**src/design/tbpg_pkg.sv**
```systemverilog
// Shared constants, codes and types for the token bucket packet gate.
`default_nettype none
package tbpg_pkg;

    localparam int QUEUE_DEPTH = 64;
    localparam int TOKEN_BITS  = 10;
    localparam int ID_W        = 32;
    localparam int QPTR_W      = $clog2(QUEUE_DEPTH);
    localparam int CNT_W       = $clog2(QUEUE_DEPTH + 1);

    // field widths on the ports
    localparam int KIND_W      = 2;
    localparam int STATUS_W    = 3;
    localparam int OCC_W       = 7;
    localparam int S_TDATA_W   = 16;
    localparam int M_TDATA_W   = 104;

    localparam logic [KIND_W-1:0] KIND_TICK    = 2'd0;
    localparam logic [KIND_W-1:0] KIND_ARRIVAL = 2'd1;
    localparam logic [KIND_W-1:0] KIND_FLUSH   = 2'd2;
    localparam logic [KIND_W-1:0] KIND_UNUSED  = 2'd3;

    localparam logic [STATUS_W-1:0] ST_NONE      = 3'd0;
    localparam logic [STATUS_W-1:0] ST_QUEUED    = 3'd1;
    localparam logic [STATUS_W-1:0] ST_TOO_BIG   = 3'd2;
    localparam logic [STATUS_W-1:0] ST_FULL      = 3'd3;
    localparam logic [STATUS_W-1:0] ST_REFUSED   = 3'd4;

    localparam logic [TOKEN_BITS-1:0] DEPTH_RESET = TOKEN_BITS'(10);

    typedef struct packed {
        logic [ID_W-1:0]       id;
        logic [TOKEN_BITS-1:0] need;
    } entry_t;

    typedef struct packed {
        logic   valid;
        entry_t entry;
    } head_t;

    typedef struct packed {
        logic push;
        logic pop;
        logic flush;
    } queue_ctrl_t;

endpackage
`default_nettype wire

```
**src/design/tbpg_queue.sv**
```systemverilog
// Packet queue: registered head entry plus a ring memory with a prefetched front.
`default_nettype none
module tbpg_queue (
    input  wire logic                      aclk,
    input  wire logic                      aresetn,
    input  wire tbpg_pkg::queue_ctrl_t     ctrl,
    input  wire tbpg_pkg::entry_t          push_entry,
    output tbpg_pkg::head_t                head,
    output logic [tbpg_pkg::CNT_W-1:0]     count
);
    import tbpg_pkg::*;

    entry_t              mem [QUEUE_DEPTH];
    entry_t              front_reg;
    head_t               head_reg, head_next;
    logic [QPTR_W-1:0]   rd_ptr_reg, rd_ptr_next;
    logic [QPTR_W-1:0]   wr_ptr_reg, wr_ptr_next;
    logic [CNT_W-1:0]    count_reg, count_next;
    logic [CNT_W-1:0]    mem_count;
    logic                mem_wr, mem_rd;

    function automatic logic [QPTR_W-1:0] ptr_inc(input logic [QPTR_W-1:0] p);
        return (p == QPTR_W'(QUEUE_DEPTH - 1)) ? '0 : p + QPTR_W'(1);
    endfunction

    always_comb begin
        // entries behind the head live in the memory
        mem_count = count_reg - CNT_W'(head_reg.valid);
        mem_wr    = !ctrl.flush && ctrl.push && head_reg.valid &&
                    !(ctrl.pop && mem_count == '0);
        mem_rd    = !ctrl.flush && ctrl.pop && head_reg.valid && (mem_count != '0);

        head_next = head_reg;
        priority if (ctrl.flush) begin
            head_next.valid = 1'b0;
        end else if (mem_rd) begin
            head_next.entry = front_reg;
        end else if (ctrl.pop) begin
            // empty queue with push and pop: the new packet passes straight through
            head_next.valid = head_reg.valid && ctrl.push;
            head_next.entry = push_entry;
        end else if (ctrl.push && !head_reg.valid) begin
            head_next.valid = 1'b1;
            head_next.entry = push_entry;
        end

        if (ctrl.flush) begin
            count_next  = '0;
            rd_ptr_next = '0;
            wr_ptr_next = '0;
        end else begin
            count_next  = count_reg + CNT_W'(ctrl.push) - CNT_W'(ctrl.pop);
            rd_ptr_next = mem_rd ? ptr_inc(rd_ptr_reg) : rd_ptr_reg;
            wr_ptr_next = mem_wr ? ptr_inc(wr_ptr_reg) : wr_ptr_reg;
        end
    end

    always_ff @(posedge aclk) begin
        if (!aresetn) begin
            head_reg   <= '0;
            count_reg  <= '0;
            rd_ptr_reg <= '0;
            wr_ptr_reg <= '0;
        end else begin
            head_reg   <= head_next;
            count_reg  <= count_next;
            rd_ptr_reg <= rd_ptr_next;
            wr_ptr_reg <= wr_ptr_next;
        end
    end

    // front of the memory is read ahead, with bypass of a same-cycle write
    always_ff @(posedge aclk) begin
        if (mem_wr) begin
            mem[wr_ptr_reg] <= push_entry;
        end
        if (mem_wr && wr_ptr_reg == rd_ptr_next) begin
            front_reg <= push_entry;
        end else begin
            front_reg <= mem[rd_ptr_next];
        end
    end

    assign head  = head_reg;
    assign count = count_reg;

endmodule
`default_nettype wire

```
**src/design/token_bucket_packet_gate_unit.sv**
```systemverilog
// Top level of the token bucket packet gate: input stage, event logic, result register.
`default_nettype none
// Takes one event per clock (tick, packet arrival or flush) while the result side
// accepts, and gives one result per event: each event passes the input register, then
// the result register. The event logic is a single pass of compare, add and queue
// pointer update; the 64-entry packet queue keeps its head in flip-flops and reads the
// next entry ahead from its memory, so a release can be followed by another in the
// next event. The result register lets a new event in while a result waits. No
// clearing pass after reset. After a flush every event is refused until reset.
module token_bucket_packet_gate_unit (
    input  wire logic                              aclk,
    input  wire logic                              aresetn,
    input  wire logic                              cfg_wr_en,
    input  wire logic [tbpg_pkg::TOKEN_BITS-1:0]   cfg_wr_data,   // bucket_depth
    input  wire logic                              s_tvalid,
    output logic                                   s_tready,
    input  wire logic [tbpg_pkg::S_TDATA_W-1:0]    s_tdata,       // need_tokens[9:0]
    input  wire logic [tbpg_pkg::KIND_W-1:0]       s_tuser,       // kind[1:0]
    output logic                                   m_tvalid,
    input  wire logic                              m_tready,
    // packet_id[31:0], token_dropped[32], released[33], released_id[65:34],
    // released_need[75:66], token_level[85:76], queue_count[92:86],
    // removed_count[99:93]
    output logic [tbpg_pkg::M_TDATA_W-1:0]         m_tdata,
    output logic [tbpg_pkg::STATUS_W-1:0]          m_tuser        // packet_status[2:0]
);
    import tbpg_pkg::*;

    logic                    in_valid_reg;
    logic [KIND_W-1:0]       in_kind_reg;
    logic [TOKEN_BITS-1:0]   in_need_reg;
    logic                    advance;

    logic [TOKEN_BITS-1:0]   depth_reg;
    logic [TOKEN_BITS-1:0]   tokens_reg, tokens_next;
    logic [ID_W-1:0]         arrivals_reg, arrivals_next;
    logic                    halted_reg, halted_next;

    logic                    m_tvalid_reg;
    logic [M_TDATA_W-1:0]    m_tdata_reg, m_tdata_next;
    logic [STATUS_W-1:0]     m_tuser_reg, m_tuser_next;

    queue_ctrl_t             q_ctrl;
    entry_t                  q_new;
    entry_t                  eff_head;
    head_t                   q_head;
    logic [CNT_W-1:0]        q_count;

    logic [TOKEN_BITS-1:0]   tok1;
    logic                    tdrop, try_rel, rel, is_arrival;
    logic [STATUS_W-1:0]     status;
    logic [ID_W-1:0]         pid;
    logic [CNT_W-1:0]        occ_next, removed;

    tbpg_queue u_queue (
        .aclk       (aclk),
        .aresetn    (aresetn),
        .ctrl       (q_ctrl),
        .push_entry (q_new),
        .head       (q_head),
        .count      (q_count)
    );

    assign advance  = in_valid_reg && (!m_tvalid_reg || m_tready);
    assign s_tready = !in_valid_reg || advance;

    always_comb begin
        status        = ST_NONE;
        pid           = '0;
        tok1          = tokens_reg;
        tdrop         = 1'b0;
        try_rel       = 1'b0;
        is_arrival    = 1'b0;
        removed       = '0;
        halted_next   = halted_reg;
        arrivals_next = arrivals_reg;
        q_ctrl        = '0;
        q_new.id      = arrivals_reg + ID_W'(1);
        q_new.need    = in_need_reg;

        if (halted_reg) begin
            status = ST_REFUSED;
        end else begin
            unique case (in_kind_reg)
                KIND_TICK: begin
                    if (tokens_reg < depth_reg) begin
                        tok1 = tokens_reg + TOKEN_BITS'(1);
                    end else begin
                        tdrop = 1'b1;
                    end
                    try_rel = 1'b1;
                end
                KIND_ARRIVAL: begin
                    is_arrival    = 1'b1;
                    arrivals_next = q_new.id;
                    pid           = q_new.id;
                    try_rel       = 1'b1;
                    priority if (in_need_reg > depth_reg) begin
                        status = ST_TOO_BIG;
                    end else if (q_count >= CNT_W'(QUEUE_DEPTH)) begin
                        status = ST_FULL;
                    end else begin
                        status      = ST_QUEUED;
                        q_ctrl.push = 1'b1;
                    end
                end
                KIND_FLUSH: begin
                    removed      = q_count;
                    q_ctrl.flush = 1'b1;
                    halted_next  = 1'b1;
                end
                KIND_UNUSED: begin
                end
                default: begin
                end
            endcase
        end

        // the head after a possible push into an empty queue
        eff_head = q_head.valid ? q_head.entry : q_new;
        rel      = try_rel && (q_head.valid || q_ctrl.push) && (eff_head.need <= tok1);
        q_ctrl.pop = rel;

        tokens_next = rel ? (tok1 - eff_head.need) : tok1;
        occ_next    = q_ctrl.flush ? '0
                    : q_count + CNT_W'(q_ctrl.push) - CNT_W'(rel);

        if (!advance) begin
            q_ctrl = '0;
        end

        m_tuser_next = status;
        m_tdata_next = '0;
        m_tdata_next[31:0]  = pid;
        m_tdata_next[32]    = tdrop;
        m_tdata_next[33]    = rel;
        m_tdata_next[65:34] = rel ? eff_head.id : '0;
        m_tdata_next[75:66] = rel ? eff_head.need : '0;
        m_tdata_next[85:76] = tokens_next;
        m_tdata_next[92:86] = OCC_W'(occ_next);
        m_tdata_next[99:93] = OCC_W'(removed);
    end

    always_ff @(posedge aclk) begin
        if (!aresetn) begin
            in_valid_reg <= 1'b0;
            m_tvalid_reg <= 1'b0;
            depth_reg    <= DEPTH_RESET;
            tokens_reg   <= '0;
            arrivals_reg <= '0;
            halted_reg   <= 1'b0;
        end else begin
            if (cfg_wr_en) begin
                depth_reg <= cfg_wr_data;
            end
            if (s_tready) begin
                in_valid_reg <= s_tvalid;
            end
            if (advance) begin
                m_tvalid_reg <= 1'b1;
                tokens_reg   <= tokens_next;
                arrivals_reg <= arrivals_next;
                halted_reg   <= halted_next;
            end else if (m_tready) begin
                m_tvalid_reg <= 1'b0;
            end
        end
    end

    always_ff @(posedge aclk) begin
        if (s_tvalid && s_tready) begin
            in_kind_reg <= s_tuser;
            in_need_reg <= s_tdata[TOKEN_BITS-1:0];
        end
        if (advance) begin
            m_tdata_reg <= m_tdata_next;
            m_tuser_reg <= m_tuser_next;
        end
    end

    assign m_tvalid = m_tvalid_reg;
    assign m_tdata  = m_tdata_reg;
    assign m_tuser  = m_tuser_reg;

    // head register occupied exactly when the queue holds something
    a_head_matches_count: assert property (@(posedge aclk) disable iff (!aresetn)
        q_head.valid == (q_count != '0))
        else $error("queue head valid disagrees with count");

    a_count_bound: assert property (@(posedge aclk) disable iff (!aresetn)
        q_count <= CNT_W'(QUEUE_DEPTH))
        else $error("queue count beyond depth");

    a_halt_sticks: assert property (@(posedge aclk) disable iff (!aresetn)
        halted_reg |=> halted_reg && (q_count == '0))
        else $error("halt released or queue refilled");

    a_arrival_id_step: assert property (@(posedge aclk) disable iff (!aresetn)
        (advance && is_arrival) |=> arrivals_reg == $past(arrivals_reg) + ID_W'(1))
        else $error("arrival id did not advance by one");

endmodule
`default_nettype wire

```
**config.mk**
```make
export PLATFORM = sky130hd
export DESIGN_NAME = token_bucket_packet_gate_unit
export DESIGN_NICKNAME = d
export VERILOG_FILES = /design/src/design/tbpg_pkg.sv /design/src/design/tbpg_queue.sv /design/src/design/token_bucket_packet_gate_unit.sv
export SDC_FILE = /design/constraint.sdc
export NUM_CORES = 2
export LEC_CHECK = 0
export BUFFER_PORTS_ARGS = -buffer_cell sky130_fd_sc_hd__buf_4
export CORE_MARGIN = 2
export CORE_UTILIZATION = 35
export DETAILED_ROUTE_END_ITERATION = 10
export MAX_ROUTING_LAYER = met4
export SYNTH_ARGS = -nofsm -noshare
export SYNTH_HDL_FRONTEND = slang
export SYNTH_SLANG_ARGS = --single-unit
```
**constraint.sdc**
```tcl
create_clock -name aclk -period 6.52 [get_ports aclk]
set_input_delay 1.63 -clock aclk [delete_from_list [all_inputs] [get_ports aclk]]
set_output_delay 1.63 -clock aclk [all_outputs]
set_load 0.005 [all_outputs]
```
==> flow_summary.ini <==
[detailed_routing]
viasPerCell = 5.50
drc = 0
drt_iter0_drc = 7216
wl_per_cell_um = 29.3
wl_um = 298000
drt_pass1_iterations = 8
via_count = 55900
antenna_left = 0

[pwr]
ir_worst_vdd_uv = 219
p_per_area_mw_per_mm2 = 284
leakagePower_nw = 43.7

[clock_tree]
clk_latency_ns = 0.89
numCtsBuffers = 300
clock-sinks = 2926
clk_pin_slew_ns = 0.06
cts_tree = yes
cts_setup_buffers = 0
clockBufferDepth = 4
h-tree-depth = 5
cts_root_buf = clkbuf_16

[timing]
setup_viol = 0
worst_slew_pin_slew_ns = 1.24
max_freq_mhz = 165
finalClockSkew_ns = 0.0462
max-slew-margin-rel = 0.171
tns_ns = 0
min_period_ns = 6.08
final-hold-violation-count = 0
min_period_over_period = 0.932
grt_setup_unrepaired = no
maxSlewViolCount = 0
hold_ws_ns = 0.487

[layout]
layout_commonest_cell = edfxtp_1
final_core_util = 0.408
layout.nets = 5701
drive_gt1_frac = 0.298
fin_area_mm2 = 0.132
num-fill-cells = 28300
largest_register_ffs = 2688
multi_input_area_mm2 = 0.0263
area_growth_pct = 16.1
seq_area_mm2 = 0.0867
mostFrequentLayoutCells = edfxtp_1 (2,803), mux4_2 (831), clkbuf_16 (308)

[min_path]
holdCritPathClass = flip-flop to flip-flop
holdCritStartpoint = u_queue.head[38]$_SDFFE_PN0P_
hold_depth = 2
min_to = u_queue.head[38]$_SDFFE_PN0P_

[place]
place_area_mm2 = 0.123
dp_hpwl_um = 169000
portBuffers = 131
gp_routability_congestion = 0.832

[synth]
synth_area_mm2 = 0.114
synth-main-ff-cell = edfxtp_1
ys_types = 73
ys_seq_area_frac = 0.762
ys_ff_latch = 2926
ys_warn_count = 0
synth-async-reset-ratio = 0
postSynthCellCount = 5202
syn_avg_cell_area_um2 = 21.9
synth_edf_count = 2803

[critical_path]
cp_max_fo = 21
crit_type = flip-flop to flip-flop
cp.arrival_ns = 6.57
critPathLaunchType = flip-flop
timing.rr.start = depth_reg[5]$_SDFFE_PN0P_
r2r_end = u_queue.mem[19][18]$_DFFE_PP_
endpoint_kind = flip-flop
reg2reg_depth = 21
crit_required_ns = 7.01
rrSetupSlack_ns = 0.44

[global_route]
antenna_found_initial = 14
grt_pass1_wl_um = 421000
grt_start_max_net_pins = 119
grt_pass1_vias = 55900
grtUsageTotal = 0.182
overflow = 0

[outcome]
status = finished clean

[die]
io_pins = 142
die_h_um = 574
core_area_mm2 = 0.324
die_w_um = 574
die_area_mm2 = 0.329
start_util = 0.351
placementRows = 209

[run]
maxCapViolations = 0
## worst max-delay path: stages, from the launching register on
cell       delay, ns
dfxtp_1         0.34
inv_1           0.07
ha_1            0.30
a2111oi_0       0.47
o21ai_0         0.23
a21oi_1         0.16
buf_4           0.18
o21a_1          0.22
mux2i_1         0.33
inv_1           0.13
fa_1            0.43
nand3_1         0.16
a31oi_1         0.13
o41ai_2         0.46
buf_4           0.19
a31o_4          0.13
inv_2           0.10
a311oi_2        0.48
nand3_1         0.30
buf_12          0.24
nor2_4          0.15
buf_4           0.45
## cells in the mapped netlist (11+ instances only)
library cell  number  share of area
or3_1             11        0.00061
o211ai_1          27         0.0018
mux4_2           831           0.16
mux2i_1           59         0.0052
and3_1            11        0.00061
nor3_1            41         0.0018
nand2_1           88         0.0029
o22ai_1           25         0.0014
clkbuf_1          95         0.0031
buf_6             12         0.0012
buf_4             25         0.0017
a21oi_1           91         0.0040
buf_1             32         0.0011
buf_2            112         0.0049
and2_1            29         0.0016
dfxtp_1          123          0.022
edfxtp_1        2803           0.74
inv_1             61         0.0020
ha_1              47         0.0052
o21ai_0           76         0.0033
xor2_1            28         0.0022
nand3_1           24         0.0011
a31oi_1           23         0.0013
nand4_1           18        0.00099
nor2_1           290         0.0096
xnor2_1           54         0.0042
## power by group
part	switching, mW	internal (mW)	leakage (nW)
clock	7.05	9.60	4.57
combinational	0.258	0.125	9.05
sequential	0.0345	20.4	30.1
total	7.34	30.1	43.7
## worst max-delay path by stage
stage | from | to | slack (ns)
final | depth_reg[5]$_SDFFE_PN0P_ | u_queue.mem[19][18]$_DFFE_PP_ | 0.44
after global routing | depth_reg[5]$_SDFFE_PN0P_ | u_queue.mem[19][18]$_DFFE_PP_ | 0.12
after CTS | depth_reg[5]$_SDFFE_PN0P_ | u_queue.mem[19][18]$_DFFE_PP_ | 0.40
after detailed placement | depth_reg[5]$_SDFFE_PN0P_ | u_queue.mem[19][35]$_DFFE_PP_ | 0.52
after global placement | depth_reg[5]$_SDFFE_PN0P_ | u_queue.mem[19][13]$_DFFE_PP_ | 0.36
after floorplan | depth_reg[7]$_SDFFE_PN0P_ | u_queue.mem[59][0]$_DFFE_PP_ | 0.19
## repair_timing
item | CTS | global route
endpoints found under the setup margin | 0 | 91
gates resized for setup | 0 | 1
hold buffers | 0 | 0
## layer usage
metal / routed length, um / track usage
met1: 124000 / 0.249
met2: 142000 / 0.283
met3: 25100 / 0.0330
met4: 6920 / 0.0464
met5: 0 / -
## cells by family (layout without fill, tap and decap cells)
logic type / Yosys count / in the layout / share of synthesized area
buffers and inverters: 339 / 970 / 0.0140
other: 1 / 5 / 0.0000330
AND/OR/NAND/NOR: 561 / 561 / 0.0221
flip-flops: 2926 / 2926 / 0.762
XOR/XNOR: 82 / 82 / 0.00632
multiplexers: 894 / 894 / 0.170
adder cells (fa/ha/maj): 50 / 50 / 0.00570
AO/OA/AOI/OAI: 349 / 349 / 0.0198
## through the flow
step	instances	setup slack [ns]	power [mW]
after floorplan	5205	0.189	21.1
after global placement	9640	0.358	21.2
after detailed placement	9640	0.517	21.2
after CTS	10200	0.404	37.8
after global routing	10200	0.123	38.5
final	10200	0.444	37.5
## final cells by class
cell class | instances | area share
Clock inverter | 151 | 0.0108
Tap cell | 4325 | 0.0410
Antenna cell | 1 | 0.0000189
Sequential cell | 2926 | 0.656
Inverter | 63 | 0.00182
Timing Repair Buffer | 387 | 0.0308
Multi-Input combinational cell | 1940 | 0.199
Clock buffer | 369 | 0.0603
No activity file was read; power rests on OpenSTA's default activity.
